==> src/hdl/flvs_pkg.sv <==
// shared types and constants of the flash log variable store
package flvs_pkg;

    // store geometry
    localparam int DEPTH    = 1024;
    localparam int AW       = $clog2(DEPTH);
    localparam int PW       = AW + 1;
    localparam int NUM_VARS = 1;
    localparam int VW       = (NUM_VARS > 1) ? $clog2(NUM_VARS) : 1;

    // record layout and flash words
    localparam logic [7:0]  REC_TAG     = 8'hA5;
    localparam logic [31:0] ERASED_WORD = 32'hFFFF_FFFF;
    localparam logic [7:0]  FAIL_MAX    = 8'hFF;

    // request codes
    typedef enum logic [1:0] {
        REQ_READ  = 2'd0,
        REQ_WRITE = 2'd1,
        REQ_ERASE = 2'd2,
        REQ_MOUNT = 2'd3
    } t_req;

    // result status codes
    typedef enum logic [1:0] {
        ST_OK       = 2'd0,
        ST_DEFAULT  = 2'd1,
        ST_PROG_ERR = 2'd2
    } t_status;

    // commands from controller to datapath
    typedef struct packed {
        logic    ld_req;
        logic    key_var;
        logic    sp_load_wp;
        logic    sp_load_top;
        logic    rd_search;
        logic    take_found;
        logic    take_default;
        logic    save_var;
        logic    wp_clear;
        logic    wp_from_sp;
        logic    fresh_set;
        logic    fresh_clr;
        logic    var_clr;
        logic    var_inc;
        logic    prog_rd;
        logic    prog_wr;
        logic    prog_saved;
        logic    bad_clr;
        logic    out_valid;
        t_status out_status;
        logic    out_zero;
    } t_cmd;

    // status from datapath to controller
    typedef struct packed {
        logic sp_zero;
        logic hit;
        logic erased;
        logic wp_zero;
        logic wp_full;
        logic fresh;
        logic var_last;
        logic bad;
    } t_stat;

endpackage

==> src/hdl/flvs_ctrl.sv <==
// controller: sequences read, write with compaction, erase and mount
module flvs_ctrl (
    input  logic             i_clk,
    input  logic             i_rst_n,
    input  logic             i_start,
    input  logic [1:0]       i_req_type,
    input  flvs_pkg::t_stat  i_stat,
    output flvs_pkg::t_cmd   o_cmd,
    output logic             o_busy
);
    import flvs_pkg::*;

    typedef enum logic [3:0] {
        S_IDLE, S_SRCH_ISSUE, S_SRCH_CHECK, S_SAVE, S_PROG_RD, S_PROG_WR,
        S_MNT_ISSUE, S_MNT_CHECK, S_MNT_LOAD, S_REPLY
    } t_state;

    typedef enum logic [2:0] {
        M_READ, M_WRITE, M_ERASE, M_MOUNT, M_MOUNT_EMPTY, M_COMPACT
    } t_mode;

    t_state r_state, n_state;
    t_mode  r_mode, n_mode;
    logic   r_hit, n_hit;
    logic   r_prog_saved, n_prog_saved;

    // next state and command decode
    always_comb begin
        n_state      = r_state;
        n_mode       = r_mode;
        n_hit        = r_hit;
        n_prog_saved = r_prog_saved;
        o_cmd            = '0;
        o_cmd.out_status = ST_OK;
        o_cmd.key_var    = (r_mode == M_COMPACT) || (r_mode == M_MOUNT);
        o_cmd.prog_saved = r_prog_saved;
        unique case (r_state)
            S_IDLE: begin
                if (i_start) begin
                    o_cmd.ld_req = 1'b1;
                    unique case (t_req'(i_req_type))
                        REQ_READ: begin
                            n_mode           = M_READ;
                            o_cmd.sp_load_wp = 1'b1;
                            n_state          = S_SRCH_ISSUE;
                        end
                        REQ_WRITE: begin
                            n_mode        = M_WRITE;
                            n_prog_saved  = 1'b0;
                            o_cmd.bad_clr = 1'b1;
                            if (i_stat.wp_zero && i_stat.fresh) begin
                                o_cmd.fresh_clr = 1'b1;
                                n_state         = S_PROG_RD;
                            end else if (i_stat.wp_zero || i_stat.wp_full) begin
                                n_mode           = M_COMPACT;
                                o_cmd.var_clr    = 1'b1;
                                o_cmd.sp_load_wp = 1'b1;
                                n_state          = S_SRCH_ISSUE;
                            end else begin
                                n_state = S_PROG_RD;
                            end
                        end
                        REQ_ERASE: begin
                            n_mode          = M_ERASE;
                            o_cmd.wp_clear  = 1'b1;
                            o_cmd.fresh_set = 1'b1;
                            n_state         = S_REPLY;
                        end
                        REQ_MOUNT: begin
                            n_mode            = M_MOUNT;
                            o_cmd.var_clr     = 1'b1;
                            o_cmd.sp_load_top = 1'b1;
                            n_state           = S_MNT_ISSUE;
                        end
                    endcase
                end
            end
            // backward search, one memory word per issue and check
            S_SRCH_ISSUE: begin
                if (i_stat.sp_zero) begin
                    o_cmd.take_default = 1'b1;
                    n_hit              = 1'b0;
                    n_state            = (r_mode == M_COMPACT) ? S_SAVE : S_REPLY;
                end else begin
                    o_cmd.rd_search = 1'b1;
                    n_state         = S_SRCH_CHECK;
                end
            end
            S_SRCH_CHECK: begin
                if (i_stat.hit) begin
                    o_cmd.take_found = 1'b1;
                    n_hit            = 1'b1;
                    n_state          = (r_mode == M_COMPACT) ? S_SAVE : S_REPLY;
                end else begin
                    n_state = S_SRCH_ISSUE;
                end
            end
            // keep a live value, then search the next one or erase
            S_SAVE: begin
                o_cmd.save_var = 1'b1;
                if (i_stat.var_last) begin
                    o_cmd.wp_clear = 1'b1;
                    o_cmd.var_clr  = 1'b1;
                    n_prog_saved   = 1'b1;
                    n_state        = S_PROG_RD;
                end else begin
                    o_cmd.var_inc    = 1'b1;
                    o_cmd.sp_load_wp = 1'b1;
                    n_state          = S_SRCH_ISSUE;
                end
            end
            // blank check then program
            S_PROG_RD: begin
                o_cmd.prog_rd = 1'b1;
                n_state       = S_PROG_WR;
            end
            S_PROG_WR: begin
                o_cmd.prog_wr = 1'b1;
                if (r_prog_saved) begin
                    if (i_stat.var_last) begin
                        n_prog_saved = 1'b0;
                        n_mode       = M_WRITE;
                    end else begin
                        o_cmd.var_inc = 1'b1;
                    end
                    n_state = S_PROG_RD;
                end else begin
                    n_state = S_REPLY;
                end
            end
            // mount: scan from the top for the last used word
            S_MNT_ISSUE: begin
                if (i_stat.sp_zero) begin
                    o_cmd.wp_clear     = 1'b1;
                    o_cmd.fresh_set    = 1'b1;
                    o_cmd.key_var      = 1'b1;
                    o_cmd.take_default = 1'b1;
                    n_mode             = M_MOUNT_EMPTY;
                    n_state            = S_REPLY;
                end else begin
                    o_cmd.rd_search = 1'b1;
                    n_state         = S_MNT_CHECK;
                end
            end
            S_MNT_CHECK: begin
                if (!i_stat.erased) begin
                    o_cmd.wp_from_sp = 1'b1;
                    n_state          = S_MNT_LOAD;
                end else begin
                    n_state = S_MNT_ISSUE;
                end
            end
            S_MNT_LOAD: begin
                o_cmd.sp_load_wp = 1'b1;
                n_state          = S_SRCH_ISSUE;
            end
            // one result transaction
            S_REPLY: begin
                o_cmd.out_valid = 1'b1;
                n_state         = S_IDLE;
                case (r_mode)
                    M_READ: begin
                        o_cmd.out_status = r_hit ? ST_OK : ST_DEFAULT;
                    end
                    M_WRITE: begin
                        o_cmd.out_status = i_stat.bad ? ST_PROG_ERR : ST_OK;
                        o_cmd.out_zero   = 1'b1;
                    end
                    M_ERASE: begin
                        o_cmd.out_status = ST_DEFAULT;
                        o_cmd.out_zero   = 1'b1;
                    end
                    M_MOUNT_EMPTY: begin
                        o_cmd.out_status = ST_DEFAULT;
                    end
                    default: begin
                        o_cmd.out_status = ST_OK;
                    end
                endcase
            end
            default: begin
                n_state = S_IDLE;
            end
        endcase
    end

    // state and mode registers
    always_ff @(posedge i_clk) begin
        if (!i_rst_n) begin
            r_state      <= S_IDLE;
            r_mode       <= M_READ;
            r_hit        <= 1'b0;
            r_prog_saved <= 1'b0;
        end else begin
            r_state      <= n_state;
            r_mode       <= n_mode;
            r_hit        <= n_hit;
            r_prog_saved <= n_prog_saved;
        end
    end

    assign o_busy = (r_state != S_IDLE);

endmodule

==> config.mk <==
export PLATFORM = sky130hd
export DESIGN_NAME = flvs_ctrl
export DESIGN_NICKNAME = d
export VERILOG_FILES = /design/src/hdl/flvs_pkg.sv /design/src/hdl/flvs_ctrl.sv
export SDC_FILE = /design/constraint.sdc
export NUM_CORES = 1
export LEC_CHECK = 0
export ABC_CLOCK_PERIOD_IN_PS = 4500
export BUFFER_PORTS_ARGS = -buffer_cell sky130_fd_sc_hd__clkbuf_2
export CORE_MARGIN = 4
export CORE_UTILIZATION = 51
export CTS_CLUSTER_SIZE = 40
export DETAILED_ROUTE_END_ITERATION = 12
export PLACE_DENSITY = 0.83
export SLEW_MARGIN = 15
export SYNTH_ARGS = -nofsm -noshare
export SYNTH_HDL_FRONTEND = slang
export SYNTH_SLANG_ARGS = --single-unit
==> constraint.sdc <==
create_clock -name i_clk -period 4.5 [get_ports i_clk]
set_clock_uncertainty 0.1 [all_clocks]
set_input_delay 1.125 -clock i_clk [delete_from_list [all_inputs] [get_ports i_clk]]
set_output_delay 1.125 -clock i_clk [all_outputs]
set_load 0.02 [all_outputs]
==> metrics.md <==
| Metric | Value |
|---|---|
| Mapped Cells | `130` |
| Final wirelength | `2470 µm` |
| Post-synth cell types | `45` |
| FP Rows | `15` |
| CP arrival | `2.10 ns` |
| CP required | `3.27 ns` |
| #FFs+latches synth | `9` |
| Multi-input gate area | `653 µm²` |
| RSZ-0062 raised after global routing | `false` |
| Largest net degree at the start of global routing | `25` |
| Worst setup SP type | `primary input` |
| Die height | `50.3 µm` |
| Post-synth top area share | `19.8%` |
| # DRC | `0` |
| Most frequent cell after synthesis | `nand2_1` |
| Clock Sinks | `9` |
| HPWL after DPL | `1920 µm` |
| Final Hold Vio Count | `0` |
| Period utilization | `73.8%` |
| Power per Cell Area | `526 mW/mm²` |
| Num CTS Buffers | `3` |
| Clock buffer depth | `2` |
| Switching Share | `50.5%` |
| CORE AREA | `0.00171 mm²` |
| Worst reg2reg path endpoint | `r_mode[0]` |
| Initial Util | `53.3%` |
| RePlAce Congestion | `0.854` |
| Seq/Total Area, Yosys | `19.8%` |
| Post-synth EDFFs | `0` |
| Boundary Pins | `36` |
| Net Count, Synth | `143` |
| Antenna violations before repair | `0` |
| Hold_buf cts | `0` |
| Average size of a mapped cell | `7.01 µm²` |
| P_int | `0.000285 W` |
| R2r startpoint | `r_state[0]` |
| Fmax achieved | `0.301 GHz` |
| Sequential share of power | `30.2%` |
| Peak supply drop | `0.410 mV` |
| Vias in the first global route | `899` |
| Hold Path Stages | `1` |
| Synth area leaders | `dfxtp_1 (20%), nand2_1 (6.6%), nor2b_1 (6.2%)` |
| Tot GR Track Use | `19.8%` |
| Max cap viols | `0` |
| # fillers | `164` |
| Root buffer cell | `clkbuf_4` |
| Static leakage | `0.523 nW` |
| Cell area after synthesis | `911 µm²` |
| Status | `completed` |
| Final TNS setup | `0 ns` |
| Share of cells above drive strength 1 | `26.9%` |
| CP endpoint kind | `primary output` |
| R2r worst-path depth | `5` |
| Post-route ant nets | `0` |
| Design Power | `0.000576 W` |
| Slew Limit Fails | `0` |
| Routed vias/inst | `5.77` |
| Ys async rst share | `0%` |
| Worst-Skew Late Latency | `0.26 ns` |
| # Post-CTS Setup Buffers | `0` |
| # diodes | `0` |
| DR WL/cell | `13.3 µm` |
| Yosys top cell by area | `dfxtp_1` |
| Combinational share of power | `59.3%` |
| Flip-flop and latch area | `180 µm²` |
| Clk slew on worst S/H paths | `0.06 ns` |
| Final setup violation count | `0` |
| Critical Path Start | `i_stat[4]` |
| Port bufs | `35` |
| Cts repair resizes | `0` |
| Area added between synthesis and finish | `20.3%` |
| HP Start | `r_hit` |
| NetSw | `0.000291 W` |
| Crit path kind | `primary input to primary output` |
| Starting DRT DRC Count | `53` |
| Rel. slew slack | `50.0%` |
| CTS tree | `built` |
| Congestion Overflow GR | `0` |
| CTS H-tree lvls | `1` |
| Nets | `174` |
| Critical-path maximum fanout | `3` |
| Initial DRT Pass Iterations | `4` |
| Clock share of power | `10.5%` |
| Synthesis Warnings | `0` |
| Full die area | `0.00253 mm²` |
| Worst Hold Class | `flip-flop to flip-flop` |
| Hold endpoint | `r_hit` |
| Reg2Reg Setup Slack | `2.30 ns` |
| Vias | `1067` |
| First-pass GRT wire length | `3990 µm` |
| Synth Flop Type | `dfxtp_1` |
| Slew @ Worst Pin | `0.749 ns` |
| Chip width | `50.3 µm` |
| Final period demand of the worst path | `3.32 ns` |
| Synth top cells by count | `nand2_1 (16), nor2_1 (10), dfxtp_1 (9), nor2b_1 (9), nor3_1 (9)` |
## registers in the layout (all words and copies together), names as in the netlist
name,cells
r_state,4
r_prog_saved,1
r_hit,1
r_mode,3
## critical path: stages
cell and delay [ns]:
clkbuf_2 0.09, o21ai_0 0.27, o21ai_0 0.19, a31o_2 0.27
clkbuf_2 0.15
## how the worst max path moves through the flow
stage,cells past startpoint,to
final,5,o_cmd[19]
after global routing,6,o_cmd[19]
after CTS,5,o_cmd[19]
after detailed placement,5,o_cmd[19]
after global placement,5,o_cmd[19]
after floorplan,3,o_cmd[13]
## cell usage in the layout (no fill, tap or decap), drive strengths merged, types with 2 or more instances in the layout
cell | synthesis | layout
a221oi | 2 | 2
nor3b | 3 | 3
nor2 | 10 | 10
o211ai | 2 | 2
nand4 | 2 | 2
dfxtp | 9 | 9
a21oi | 6 | 6
and3 | 4 | 4
nand2 | 16 | 16
nor3 | 9 | 9
nand3 | 4 | 4
mux2i | 3 | 3
nor2b | 9 | 9
nand2b | 3 | 3
inv | 8 | 8
o21ai | 4 | 4
a211oi | 3 | 3
clkbuf | 2 | 39
nor4 | 2 | 2
## power by group through the flow
stage / combinational [W] / sequential, W / clock [W]
after floorplan: 0.000314 / 0.000119 / 0
after global placement: 0.000332 / 0.000173 / 0
after detailed placement: 0.000338 / 0.000174 / 0
after CTS: 0.000340 / 0.000173 / 0.0000646
after global routing: 0.000375 / 0.000182 / 0.0000669
final: 0.000342 / 0.000174 / 0.0000607
## area by class of cell
cell class | count | share of cell area, %
inverters | 8 | 2.74
multi-input cells | 104 | 59.6
flip-flops and latches | 9 | 16.4
well taps | 25 | 2.85
repair buffers | 35 | 16.0
clock buffers | 4 | 2.40
## logic make-up (layout without fill, tap and decap cells)
group           count (synthesis)  in the layout  share of synthesized area (%)
compound gates                 29             29                           22.8
xor+xnor                        2              2                           1.92
buf+inv                        17             47                           8.52
flops                           9              9                           19.8
mux                             4              4                           4.53
simple gates                   69             69                           42.4
## stage by stage
step	std cells	util (%)	area (µm²)	worst slack, ns	hold WS, ns
finish	185	64.2	1100	1.18	0.401
global route	185	64.2	1100	1.07	0.417
CTS	185	64.2	1100	1.20	0.402
detailed placement	181	62.6	1070	1.19	0.387
global placement	181	62.6	1070	1.23	0.373
floorplan	130	-	911	1.16	0.364
## metal layers
layer  vias up  GRT usage [%]  share of wire [%]  routed length, µm
li1        532              -                  -                  -
met1       488           25.5                 41               1020
met2        43           33.0                 51               1250
met3         4           5.93                7.1                176
met4         0           2.76               0.93                 23
met5         -              0                  0                  0
Power figures use the tool's default switching activity.
